## config.mk

```make
export PLATFORM = sky130hd
export DESIGN_NAME = math_expression_tokenizer
export DESIGN_NICKNAME = d
export VERILOG_FILES = /design/src/sv/mexp_pkg.sv /design/src/sv/mexp_lexer.sv /design/src/sv/mexp_rsp_fifo.sv /design/src/sv/math_expression_tokenizer.sv
export SDC_FILE = /design/constraint.sdc
export NUM_CORES = 1
export LEC_CHECK = 0
export ABC_CLOCK_PERIOD_IN_PS = 9290
export BUFFER_PORTS_ARGS = -buffer_cell sky130_fd_sc_hd__buf_2
export CAP_MARGIN = 20
export CORE_ASPECT_RATIO = 1.75
export CORE_MARGIN = 2
export CORE_UTILIZATION = 30
export DETAILED_ROUTE_END_ITERATION = 8
export PLACE_DENSITY = 0.55
export REMOVE_ABC_BUFFERS = 1
export SLEW_MARGIN = 20
export SYNTH_ARGS = -nofsm -noshare
export SYNTH_HDL_FRONTEND = slang
export SYNTH_HIERARCHICAL = 1
export SYNTH_SLANG_ARGS = --single-unit
```

## constraint.sdc

```tcl
create_clock -name clock -period 9.29 [get_ports clock]
set_clock_uncertainty 0.15 [all_clocks]
set_input_delay 1.3935 -clock clock [delete_from_list [all_inputs] [get_ports clock]]
set_output_delay 1.3935 -clock clock [all_outputs]
set_load 0.05 [all_outputs]
```

## src/sv/mexp_pkg.sv

```systemverilog
// Package for the expression tokenizer: word types, token kinds, lexer modes,
// character codes and result queue sizing.
// No dependencies.
package mexp_pkg;

   localparam int RspDepth  = 8;
   localparam int MaxBurst  = 3;
   localparam int RspPtrW   = $clog2(RspDepth);
   localparam int RspCntW   = $clog2(RspDepth + 1);
   localparam int RoomLimit = RspDepth - MaxBurst;

   typedef enum logic [4:0] {
      KIND_TEXT        = 5'd0,
      KIND_PLUS        = 5'd1,
      KIND_MINUS       = 5'd2,
      KIND_MUL         = 5'd3,
      KIND_DIV         = 5'd4,
      KIND_OR          = 5'd5,
      KIND_AND         = 5'd6,
      KIND_POW         = 5'd7,
      KIND_COMMA       = 5'd8,
      KIND_LPAREN      = 5'd9,
      KIND_RPAREN      = 5'd10,
      KIND_TRANSPOSE   = 5'd11,
      KIND_ARR_MUL     = 5'd12,
      KIND_ARR_DIV     = 5'd13,
      KIND_ARR_POW     = 5'd14,
      KIND_ARR_TRANS   = 5'd15,
      KIND_IDENT       = 5'd16,
      KIND_CONST       = 5'd17,
      KIND_END         = 5'd18,
      KIND_ERROR       = 5'd19
   } kind_type;

   typedef enum logic [2:0] {
      MODE_IDLE       = 3'd0,
      MODE_IDENT      = 3'd1,
      MODE_INT        = 3'd2,
      MODE_DOT        = 3'd3,
      MODE_FRAC       = 3'd4,
      MODE_EXP_LETTER = 3'd5,
      MODE_EXP_SIGN   = 3'd6,
      MODE_EXP_DIGITS = 3'd7
   } mode_type;

   localparam logic [7:0] CH_PLUS    = 8'h2B;
   localparam logic [7:0] CH_MINUS   = 8'h2D;
   localparam logic [7:0] CH_STAR    = 8'h2A;
   localparam logic [7:0] CH_SLASH   = 8'h2F;
   localparam logic [7:0] CH_BAR     = 8'h7C;
   localparam logic [7:0] CH_AMP     = 8'h26;
   localparam logic [7:0] CH_CARET   = 8'h5E;
   localparam logic [7:0] CH_COMMA   = 8'h2C;
   localparam logic [7:0] CH_LPAREN  = 8'h28;
   localparam logic [7:0] CH_RPAREN  = 8'h29;
   localparam logic [7:0] CH_QUOTE   = 8'h27;
   localparam logic [7:0] CH_DOT     = 8'h2E;
   localparam logic [7:0] CH_LOWER_E = 8'h65;
   localparam logic [7:0] CH_UPPER_E = 8'h45;
   localparam logic [7:0] CH_UNDER   = 8'h5F;
   localparam logic [7:0] CH_SPACE   = 8'h20;
   localparam logic [7:0] CH_TAB     = 8'h09;
   localparam logic [7:0] CH_CR      = 8'h0D;

   typedef struct packed {
      logic [7:0] char_code;
      logic       is_end;
   } req_word_type;

   typedef struct packed {
      kind_type   kind;
      logic [7:0] text_byte;
      logic       last;
   } rsp_word_type;

   typedef struct packed {
      logic       valid;
      kind_type   kind;
      logic [7:0] text_byte;
   } slot_type;

   typedef struct packed {
      slot_type [MaxBurst-1:0] slot;
   } batch_type;

endpackage

```

## src/sv/mexp_lexer.sv

```systemverilog
// Input register, lexer mode register and byte decode for the tokenizer.
// Produces up to three result slots per item. Depends on mexp_pkg.
module mexp_lexer import mexp_pkg::*; (
   input  logic         clock,
   input  logic         reset,
   input  logic         req_valid,
   input  req_word_type req_word,
   output logic         req_stall,
   input  logic         room,
   output logic         batch_push,
   output batch_type    batch
);

   logic         in_valid_ff, in_valid_in;
   req_word_type word_ff;
   mode_type     mode_ff, mode_in;
   logic         accept, move;

   logic [7:0]   c;
   logic         fin;
   slot_type     idle_slot, frac_s1, frac_s2, s0, s1, s2;
   mode_type     idle_mode, frac_mode;
   kind_type     op;

   function automatic logic is_digit(logic [7:0] v);
      return v >= "0" && v <= "9";
   endfunction

   function automatic logic is_alpha(logic [7:0] v);
      return (v >= "a" && v <= "z") || (v >= "A" && v <= "Z");
   endfunction

   function automatic logic is_space(logic [7:0] v);
      return v == CH_SPACE || (v >= CH_TAB && v <= CH_CR);
   endfunction

   function automatic slot_type text_slot(logic [7:0] v);
      slot_type r;
      r.valid     = 1'b1;
      r.kind      = KIND_TEXT;
      r.text_byte = v;
      return r;
   endfunction

   function automatic slot_type kind_slot(kind_type k);
      slot_type r;
      r.valid     = 1'b1;
      r.kind      = k;
      r.text_byte = 8'd0;
      return r;
   endfunction

   assign move        = in_valid_ff && room;
   assign req_stall   = in_valid_ff && !room;
   assign accept      = req_valid && !req_stall;
   assign in_valid_in = accept ? 1'b1 : (move ? 1'b0 : in_valid_ff);

   always_ff @(posedge clock) begin
      if (reset) begin
         in_valid_ff <= 1'b0;
         mode_ff     <= MODE_IDLE;
      end else begin
         in_valid_ff <= in_valid_in;
         if (move) begin
            mode_ff <= mode_in;
         end
      end
      if (accept) begin
         word_ff <= req_word;
      end
   end

   assign c   = word_ff.char_code;
   assign fin = word_ff.is_end;

   always_comb begin
      case (c)
         CH_PLUS:   op = KIND_PLUS;
         CH_MINUS:  op = KIND_MINUS;
         CH_STAR:   op = KIND_MUL;
         CH_SLASH:  op = KIND_DIV;
         CH_BAR:    op = KIND_OR;
         CH_AMP:    op = KIND_AND;
         CH_CARET:  op = KIND_POW;
         CH_COMMA:  op = KIND_COMMA;
         CH_LPAREN: op = KIND_LPAREN;
         CH_RPAREN: op = KIND_RPAREN;
         CH_QUOTE:  op = KIND_TRANSPOSE;
         default:   op = KIND_TEXT;
      endcase
   end

   // decode of a byte that starts a new token
   always_comb begin
      idle_slot = '0;
      idle_mode = MODE_IDLE;
      if (is_space(c)) begin
         idle_slot = '0;
      end else if (op != KIND_TEXT) begin
         idle_slot = kind_slot(op);
      end else if (c == CH_DOT) begin
         idle_mode = MODE_DOT;
      end else if (is_alpha(c)) begin
         idle_slot = text_slot(c);
         idle_mode = MODE_IDENT;
      end else if (is_digit(c)) begin
         idle_slot = text_slot(c);
         idle_mode = MODE_INT;
      end else begin
         idle_slot = kind_slot(KIND_ERROR);
      end
   end

   // decode of a byte inside the fraction
   always_comb begin
      frac_s1   = '0;
      frac_s2   = '0;
      frac_mode = MODE_FRAC;
      if (is_digit(c)) begin
         frac_s1 = text_slot(c);
      end else if (c == CH_LOWER_E || c == CH_UPPER_E) begin
         frac_s1   = text_slot(c);
         frac_mode = MODE_EXP_LETTER;
      end else begin
         frac_s1   = kind_slot(KIND_CONST);
         frac_s2   = idle_slot;
         frac_mode = idle_mode;
      end
   end

   always_comb begin
      s0      = '0;
      s1      = '0;
      s2      = '0;
      mode_in = mode_ff;
      case (mode_ff)
         MODE_IDLE: begin
            if (fin) begin
               s2 = kind_slot(KIND_END);
            end else begin
               s2      = idle_slot;
               mode_in = idle_mode;
            end
         end
         MODE_IDENT: begin
            if (fin) begin
               s1      = kind_slot(KIND_IDENT);
               s2      = kind_slot(KIND_END);
               mode_in = MODE_IDLE;
            end else if (is_alpha(c) || is_digit(c) || c == CH_UNDER) begin
               s1 = text_slot(c);
            end else begin
               s1      = kind_slot(KIND_IDENT);
               s2      = idle_slot;
               mode_in = idle_mode;
            end
         end
         MODE_INT: begin
            if (fin) begin
               s1      = kind_slot(KIND_CONST);
               s2      = kind_slot(KIND_END);
               mode_in = MODE_IDLE;
            end else if (is_digit(c)) begin
               s1 = text_slot(c);
            end else if (c == CH_DOT) begin
               s1      = text_slot(c);
               mode_in = MODE_FRAC;
            end else if (c == CH_LOWER_E || c == CH_UPPER_E) begin
               s1      = text_slot(c);
               mode_in = MODE_EXP_LETTER;
            end else begin
               s1      = kind_slot(KIND_CONST);
               s2      = idle_slot;
               mode_in = idle_mode;
            end
         end
         MODE_DOT: begin
            mode_in = MODE_IDLE;
            if (fin) begin
               s2 = kind_slot(KIND_END);
            end else if (c == CH_STAR) begin
               s1 = kind_slot(KIND_ARR_MUL);
            end else if (c == CH_SLASH) begin
               s1 = kind_slot(KIND_ARR_DIV);
            end else if (c == CH_CARET) begin
               s1 = kind_slot(KIND_ARR_POW);
            end else if (c == CH_QUOTE) begin
               s1 = kind_slot(KIND_ARR_TRANS);
            end else begin
               s0      = text_slot(CH_DOT);
               s1      = frac_s1;
               s2      = frac_s2;
               mode_in = frac_mode;
            end
         end
         MODE_FRAC: begin
            if (fin) begin
               s1      = kind_slot(KIND_CONST);
               s2      = kind_slot(KIND_END);
               mode_in = MODE_IDLE;
            end else begin
               s1      = frac_s1;
               s2      = frac_s2;
               mode_in = frac_mode;
            end
         end
         MODE_EXP_LETTER: begin
            if (fin) begin
               s1      = kind_slot(KIND_ERROR);
               mode_in = MODE_IDLE;
            end else if (c == CH_PLUS || c == CH_MINUS) begin
               s1      = text_slot(c);
               mode_in = MODE_EXP_SIGN;
            end else if (is_digit(c)) begin
               s1      = text_slot(c);
               mode_in = MODE_EXP_DIGITS;
            end else begin
               s1      = kind_slot(KIND_ERROR);
               mode_in = MODE_IDLE;
            end
         end
         MODE_EXP_SIGN, MODE_EXP_DIGITS: begin
            if (fin) begin
               s1      = kind_slot(KIND_CONST);
               s2      = kind_slot(KIND_END);
               mode_in = MODE_IDLE;
            end else if (is_digit(c)) begin
               s1      = text_slot(c);
               mode_in = MODE_EXP_DIGITS;
            end else begin
               s1      = kind_slot(KIND_CONST);
               s2      = idle_slot;
               mode_in = idle_mode;
            end
         end
         default: begin
            mode_in = MODE_IDLE;
         end
      endcase
   end

   assign batch_push = move;
   assign batch.slot = {s2, s1, s0};

endmodule

```

## src/sv/mexp_rsp_fifo.sv

```systemverilog
// Result queue for the tokenizer: takes up to three slots per cycle, packs
// them in order, marks the last one and hands out one word per cycle while
// rsp is not stalled. Depends on mexp_pkg.
module mexp_rsp_fifo import mexp_pkg::*; (
   input  logic         clock,
   input  logic         reset,
   input  logic         batch_push,
   input  batch_type    batch,
   output logic         room,
   output logic         rsp_valid,
   output rsp_word_type rsp_word,
   input  logic         rsp_stall
);

   rsp_word_type               mem_ff [RspDepth];
   logic         [RspPtrW-1:0] wr_ptr_ff, wr_ptr_in, rd_ptr_ff, rd_ptr_in;
   logic         [RspCntW-1:0] count_ff, count_in, n_wr;
   logic         [RspPtrW-1:0] pos [MaxBurst];
   rsp_word_type               w [MaxBurst];
   logic                       v0, v1, v2, pop;

   assign v0 = batch.slot[0].valid;
   assign v1 = batch.slot[1].valid;
   assign v2 = batch.slot[2].valid;

   assign pos[0] = wr_ptr_ff;
   assign pos[1] = wr_ptr_ff + RspPtrW'(v0);
   assign pos[2] = wr_ptr_ff + RspPtrW'(v0) + RspPtrW'(v1);

   always_comb begin
      w[0] = '{kind: batch.slot[0].kind, text_byte: batch.slot[0].text_byte,
               last: !v1 && !v2};
      w[1] = '{kind: batch.slot[1].kind, text_byte: batch.slot[1].text_byte,
               last: !v2};
      w[2] = '{kind: batch.slot[2].kind, text_byte: batch.slot[2].text_byte,
               last: 1'b1};
   end

   assign n_wr      = batch_push ? RspCntW'(v0) + RspCntW'(v1) + RspCntW'(v2)
                                 : '0;
   assign pop       = rsp_valid && !rsp_stall;
   assign count_in  = count_ff + n_wr - RspCntW'(pop);
   assign wr_ptr_in = wr_ptr_ff + RspPtrW'(n_wr);
   assign rd_ptr_in = rd_ptr_ff + RspPtrW'(pop);

   assign room      = count_ff <= RspCntW'(RoomLimit);
   assign rsp_valid = count_ff != '0;
   assign rsp_word  = mem_ff[rd_ptr_ff];

   always_ff @(posedge clock) begin
      if (reset) begin
         wr_ptr_ff <= '0;
         rd_ptr_ff <= '0;
         count_ff  <= '0;
      end else begin
         wr_ptr_ff <= wr_ptr_in;
         rd_ptr_ff <= rd_ptr_in;
         count_ff  <= count_in;
      end
      if (batch_push && v0) begin
         mem_ff[pos[0]] <= w[0];
      end
      if (batch_push && v1) begin
         mem_ff[pos[1]] <= w[1];
      end
      if (batch_push && v2) begin
         mem_ff[pos[2]] <= w[2];
      end
   end

endmodule

```

## src/sv/math_expression_tokenizer.sv

```systemverilog
// Top level of the expression tokenizer: lexer stage feeding the result queue.
// Depends on mexp_pkg, mexp_lexer and mexp_rsp_fifo.
//
// Takes one byte (or end marker) per req word and returns operator, text,
// identifier, constant, end and error words on rsp, last set on the final
// word of each byte. Each byte is decoded combinationally from its input
// register, so a byte can enter every cycle while the queue has room; it
// yields zero to three rsp words, and the rsp port drains one word per cycle
// while not stalled, so the sustained rate is one byte per cycle, or one per
// result word where bytes give more than one. Results pass through the input
// register and the result queue. The eight-word queue lets the decode run
// ahead while rsp stalls; req stalls once fewer than three slots are free.
module math_expression_tokenizer import mexp_pkg::*; (
   input  logic         clock,
   input  logic         reset,
   input  logic         req_valid,
   input  req_word_type req_word,
   output logic         req_stall,
   output logic         rsp_valid,
   output rsp_word_type rsp_word,
   input  logic         rsp_stall
);

   logic      room;
   logic      batch_push;
   batch_type batch;

   mexp_lexer u_lexer (
      .clock      (clock),
      .reset      (reset),
      .req_valid  (req_valid),
      .req_word   (req_word),
      .req_stall  (req_stall),
      .room       (room),
      .batch_push (batch_push),
      .batch      (batch)
   );

   mexp_rsp_fifo u_rsp_fifo (
      .clock      (clock),
      .reset      (reset),
      .batch_push (batch_push),
      .batch      (batch),
      .room       (room),
      .rsp_valid  (rsp_valid),
      .rsp_word   (rsp_word),
      .rsp_stall  (rsp_stall)
   );

endmodule

```

; Word-level counts from Yosys, hierarchy flattened
; Memory sizes are Yosys's and may differ from the RTL's. A register that Yosys moved wholly into a read port is not among the register bits.
; Index checks and enable logic that the tools add are counted.
[word_totals]
input_bits = 13
n_memories = 1
regBits = 23
mem_bits_rw = 112
out_inout_bits = 16
[classes]
muxes = 82
n_eq_ne = 26
addsub = 8
order_cmp = 9
n_reduce_logical = 29
[mem_list]
columns = memory, depth, word_bits, rd, rd_ports_with_merged_regs, wr, line
row1 = u_rsp_fifo.mem_ff, 8, 14, 1, 1, 3, mexp_rsp_fifo.sv:15  ; rsp_word_type mem_ff [RspDepth];
[op_table]
columns = op, n
row1 = $mux 14, 40
row2 = $pmux 14 s6, 2
row3 = $eq 8x6->1 const B, 11
row4 = $mux 3, 24
row5 = $mux 13, 4
row6 = $pmux 4 s11, 1
row7 = $eq 8x7->1 const B, 5
row8 = $pmux 3 s7, 1
row9 = $ge 8x7->1 const B, 2
row10 = $le 8x7->1 const B, 2
row11 = $eq 3x3->1 const B, 4
row12 = $logic_and 1x1->1, 12
row13 = $add 3x1->3, 3
row14 = $ge 8x4->1 const B, 1
row15 = $ge 8x6->1 const B, 1
row16 = $le 8x4->1 const B, 1
row17 = $le 8x6->1 const B, 1
row18 = $mux 1, 8
row19 = $eq 3x2->1 const B, 2
row20 = $logic_or 1x1->1, 6
row21 = $ne 3x2->1 const B, 2
row22 = $logic_not 1->1, 5
row23 = $reduce_bool 5->1, 1
row24 = $add 4x1->4, 1
row25 = other kinds (14), 14

; Depth between registers and ports, before layout
[logic_depth]
ltp_word = 19
depth_mapped = 19
mapped_depth_nobuf = 17

; Modules after synthesis
; The synthesis kept the hierarchy.
[modules_own_cells]
columns = mod, instances, seq_area_each_um2, cells_each, area_per_inst_um2
row1 = mexp_rsp_fifo, 1, 3483.3, 534, 7773.7
row2 = mexp_lexer, 1, 350.3, 258, 1878.1

; Worst setup path before layout
; Ideal clock, no wire load.
[synth_timing]
path_type = reg2reg
startpoint = register u_lexer.word_ff (netlist bit u_lexer/c[2])
endpoint = memory u_rsp_fifo/mem_ff[1][10] in the netlist's numbering (enable)
path_slack_ps = 4933
stages_incl_launch_ff = 12
arrival_ps = 3805
setup_ps = 401
period_less_slack_ps = 4357
n_path_buf = 2
cell_sequence = edfxtp_1 buf_2 and4b_1 o2111ai_1 nand2_1 nor2_1 buf_4 ha_1 ha_1 ha_1 nand4b_1 o21ai_0
[synth_rtl]
columns = item, line
row1 = "start, declared", mexp_lexer.sv:15  ; req_word_type word_ff;
row2 = "start signal, assigned", mexp_lexer.sv:69  ; word_ff <= req_word;
row3 = "end, declared", mexp_rsp_fifo.sv:15

==> summary.md <==
| Metric | Value |
|---|---|
| Startpoint types | flip-flop |
| RSZ-0062 raised after global routing | false |
| Initial Util | 0.3051 |
| Pwr dens | 201.7 nW/µm² |
| Syn avg cell area | 12.19 µm² |
| DRC | 0 |
| Worst stage delay on the critical path | 0.77 ns |
| Final Hold Viols | 0 |
| Logic gate share of total power | 0.337 |
| Number of global-route vias before repair | 7,003 |
| Sw Share | 0.3526 |
| Outcome | completed |
| CP Max Fanout | 39 |
| Fmax achieved | 0.1908 GHz |
| Total power | 2.157 mW |
| NumNets Final | 834 |
| Register bit total from synthesis | 135 |
| Die height | 241.3 µm |
| Num CTS Buffers | 17 |
| Clk pin slew, worst setup/hold paths | 0.06 ns |
| Top Ports | 29 |
| Worst setup margin | 4.050 ns |
| Routed Antenna Nets | 0 |
| Number of distinct library cells after synthesis | 78 |
| First-pass GRT wire length | between 40,000 and 50,000 µm |
| H-Tree Level Count | 4 |
| Setup TNS | 0 ns |
| First DRT Iteration DRCs | 406 |
| Most common cell after layout, fill and taps aside | mux2_2 |
| Family with the most delay on the worst path | simple AND/OR/NAND/NOR gates |
| Worst-margin pin slew | 1.088 ns |
| Rows | 86 |
| Routed len/inst | ~24 µm |
| Syn. warnings | 6 |
| Clock latency at the later pin of the worst-skew pair | approximately 0.43 ns |
| Routability cong. | 0.9251 |
| CP endpoint kind | flip-flop |
| Hold Crit Class | reg -> reg |
| CTS tree | built |
| Static leakage | 3.765 nW |
| Max clock buf depth | 2 |
| Final period utilization | 0.5641 |
| Die area | 33,680 µm² |
| Setup violators final | 0 |
| NetSw | 0.7605 mW |
| Crit Path Class | reg -> reg |
| Setup Buffers After CTS | 0 |
| Clock sink count | between 100 and 150 |
| Ys flop type | edfxtp_1 |
| Sequential share of the synthesized area | 0.3972 |
| Antenna Cells | 0 |
| Grt ovf | 0 |
| Fin cells | 1,213 |
| Post_cts resized | 0 |
| Most numerous cell on the critical path | nand2_1 |
| Pre-CTS WS | 4.092 ns |
| Most frequent cells in the layout | mux2_2, edfxtp_1, nor2_1, nand2_1 |
| Antenna violations before repair | 0 |
| Part of the power in registers | 0.356 |
| Pin count of the biggest net entering global routing | 40 |
| Hold Buf Count CTS | 0 |
| Final core occ | 0.3381 |
| Fraction of registers with async set/reset | 0 |
| CP Buf/Inv Count | 1 |
| Fill count | around 3,200 |
| Final Slew Violations | 0 |
| GR Util All Layers | 0.1732 |
| Mapped Cells | 792 |
| Synthesized area | 9652 µm² |
| Crit path cell chain | nor4b_2, nand2_1, nand2_1, nor2_2, buf_4, ha_1, ha_1, ha_1, nor3_1, nand2_1, nand2_1 |
| DIE WIDTH | 139.6 µm |
| DRT Wirelength | around 29,000 µm |
| Clk root buf | clkbuf_16 |
| EDFF count, synth | approximately 110 |
| Minimum clock period | approximately 5.2 ns |
| CP required | between 9 and 10 ns |
| Crit path arrival time | roughly 5.2 ns |
| Slew HR | 0.2729 |
| Clk pwr share | 0.307 |
| Drt first pass iters | 5 |
| Layout Area Growth over Synthesis | 10.82% |
| Pint | 1.397 mW |
| Via/cell ratio | 5.486 |
| Max-cap violations | 0 |
| Maximum vdd drop | 118.3 µV |
| Layout cell share with drive strength beyond 1 | 0.4419 |
| Hpwl dp | ~20,000 µm |
| Total core area | 31,640 µm² |
| Via count | 6,654 |
| PortBufs | 28 |
| Placed cells | between 1,000 and 1,500 |
| Slowest CP cell | nand2_1 |
-- power groups by stage --
stage	clock (mW)	sequential (mW)	combinational, mW
finish	0.662	0.769	0.726
global route	0.697	0.774	0.784
CTS	0.674	0.768	0.731
detailed placement	0	0.781	0.727
global placement	0	0.780	0.730
floorplan	0	0.790	0.520
-- routing by layer --
metal	share of wire	GRT usage	vias up	wire length, µm
met4	0.043	0.08515	0	1230
met1	0.37	0.1829	3372	10570
met5	0	0	-	0
met3	0.031	0.02431	53	878
li1	-	-	3064	-
met2	0.56	0.3344	165	16000
-- final cells by class --
cell class                 instances  area [µm²]  area share
tap                              396       495.5     0.04632
inverter                          22       82.58    0.007720
sequential                       135        3835      0.3585
multi-input combinational        577        5405      0.5053
timing repair buffer              51       312.8     0.02924
clock buffer                      19       432.9     0.04047
clock inverter                    13       132.6     0.01240
-- Yosys cell counts (all sizes together) (6+ instances only) --
cell type | count | area (µm²)
dfxtp | 22 | 440.4
a31oi | 9 | 56.30
a21oi | 19 | 98.85
o21ai | 16 | 80.07
clkbuf | 23 | 86.33
nor3 | 14 | 95.09
buf | 45 | 310.3
nand3 | 14 | 70.07
nor2b | 13 | 81.33
mux2 | 222 | 2560
nor2 | 59 | 229.0
mux4 | 28 | 630.6
xnor2 | 7 | 76.32
ha | 14 | 175.2
and3 | 8 | 50.05
inv | 22 | 82.58
a221o | 6 | 60.06
nand2 | 30 | 112.6
edfxtp | 113 | 3393
-- sequential cells by signal, summed over array words and instances (netlist names) --
name                  count
u_rsp_fifo/rd_ptr_ff      3
u_rsp_fifo/mem_ff       112
u_rsp_fifo/count_ff       4
u_rsp_fifo/wr_ptr_ff      3
u_lexer/c                 8
u_lexer/in_valid_ff       1
u_lexer/fin               1
u_lexer/mode_ff           3
-- kinds of logic (layout without fill, tap and decap cells) --
family,count (synthesis),in the layout,share of synthesized area
buffers and inverters,90,105,0.04965
other,1,11,0.0003885
AND/OR/NAND/NOR,184,184,0.1049
multiplexers,250,250,0.3306
flip-flops,135,135,0.3972
AO/OA/AOI/OAI,106,106,0.08245
adder cells (fa/ha/maj),17,17,0.02437
XOR/XNOR,9,9,0.01050
-- final timing paths --
kind                            slack (ns)                    start                  endpoint  depth (start not counted)
worst max-delay path                  4.05             u_lexer/c[4]  u_rsp_fifo/mem_ff[4][10]                         11
worst min-delay path                  0.34  u_rsp_fifo/mem_ff[2][0]   u_rsp_fifo/mem_ff[2][0]                          1
worst max register to register        4.05             u_lexer/c[4]  u_rsp_fifo/mem_ff[4][10]                         11
worst min register to register        0.34  u_rsp_fifo/mem_ff[2][0]   u_rsp_fifo/mem_ff[2][0]                          1
-- per-stage QoR --
step           hold slack, ns  cell area, µm²
2_1_floorplan          0.2798            9293
5_1_grt                0.3648           10700
4_1_cts                0.3457           10690
3_3_place_gp           0.3162           10130
6_report               0.3375           10700
3_5_place_dp           0.3297           10130
-- worst register-to-register path: cells and delay by family (launching register included) --
family,cells,cell delay (ns)
flip-flops,1,0.66
AND/OR/NAND/NOR,7,2.76
buffers and inverters,1,0.24
adder cells (fa/ha/maj),3,1.07
Note: power is estimated with default switching activity, not from simulation.
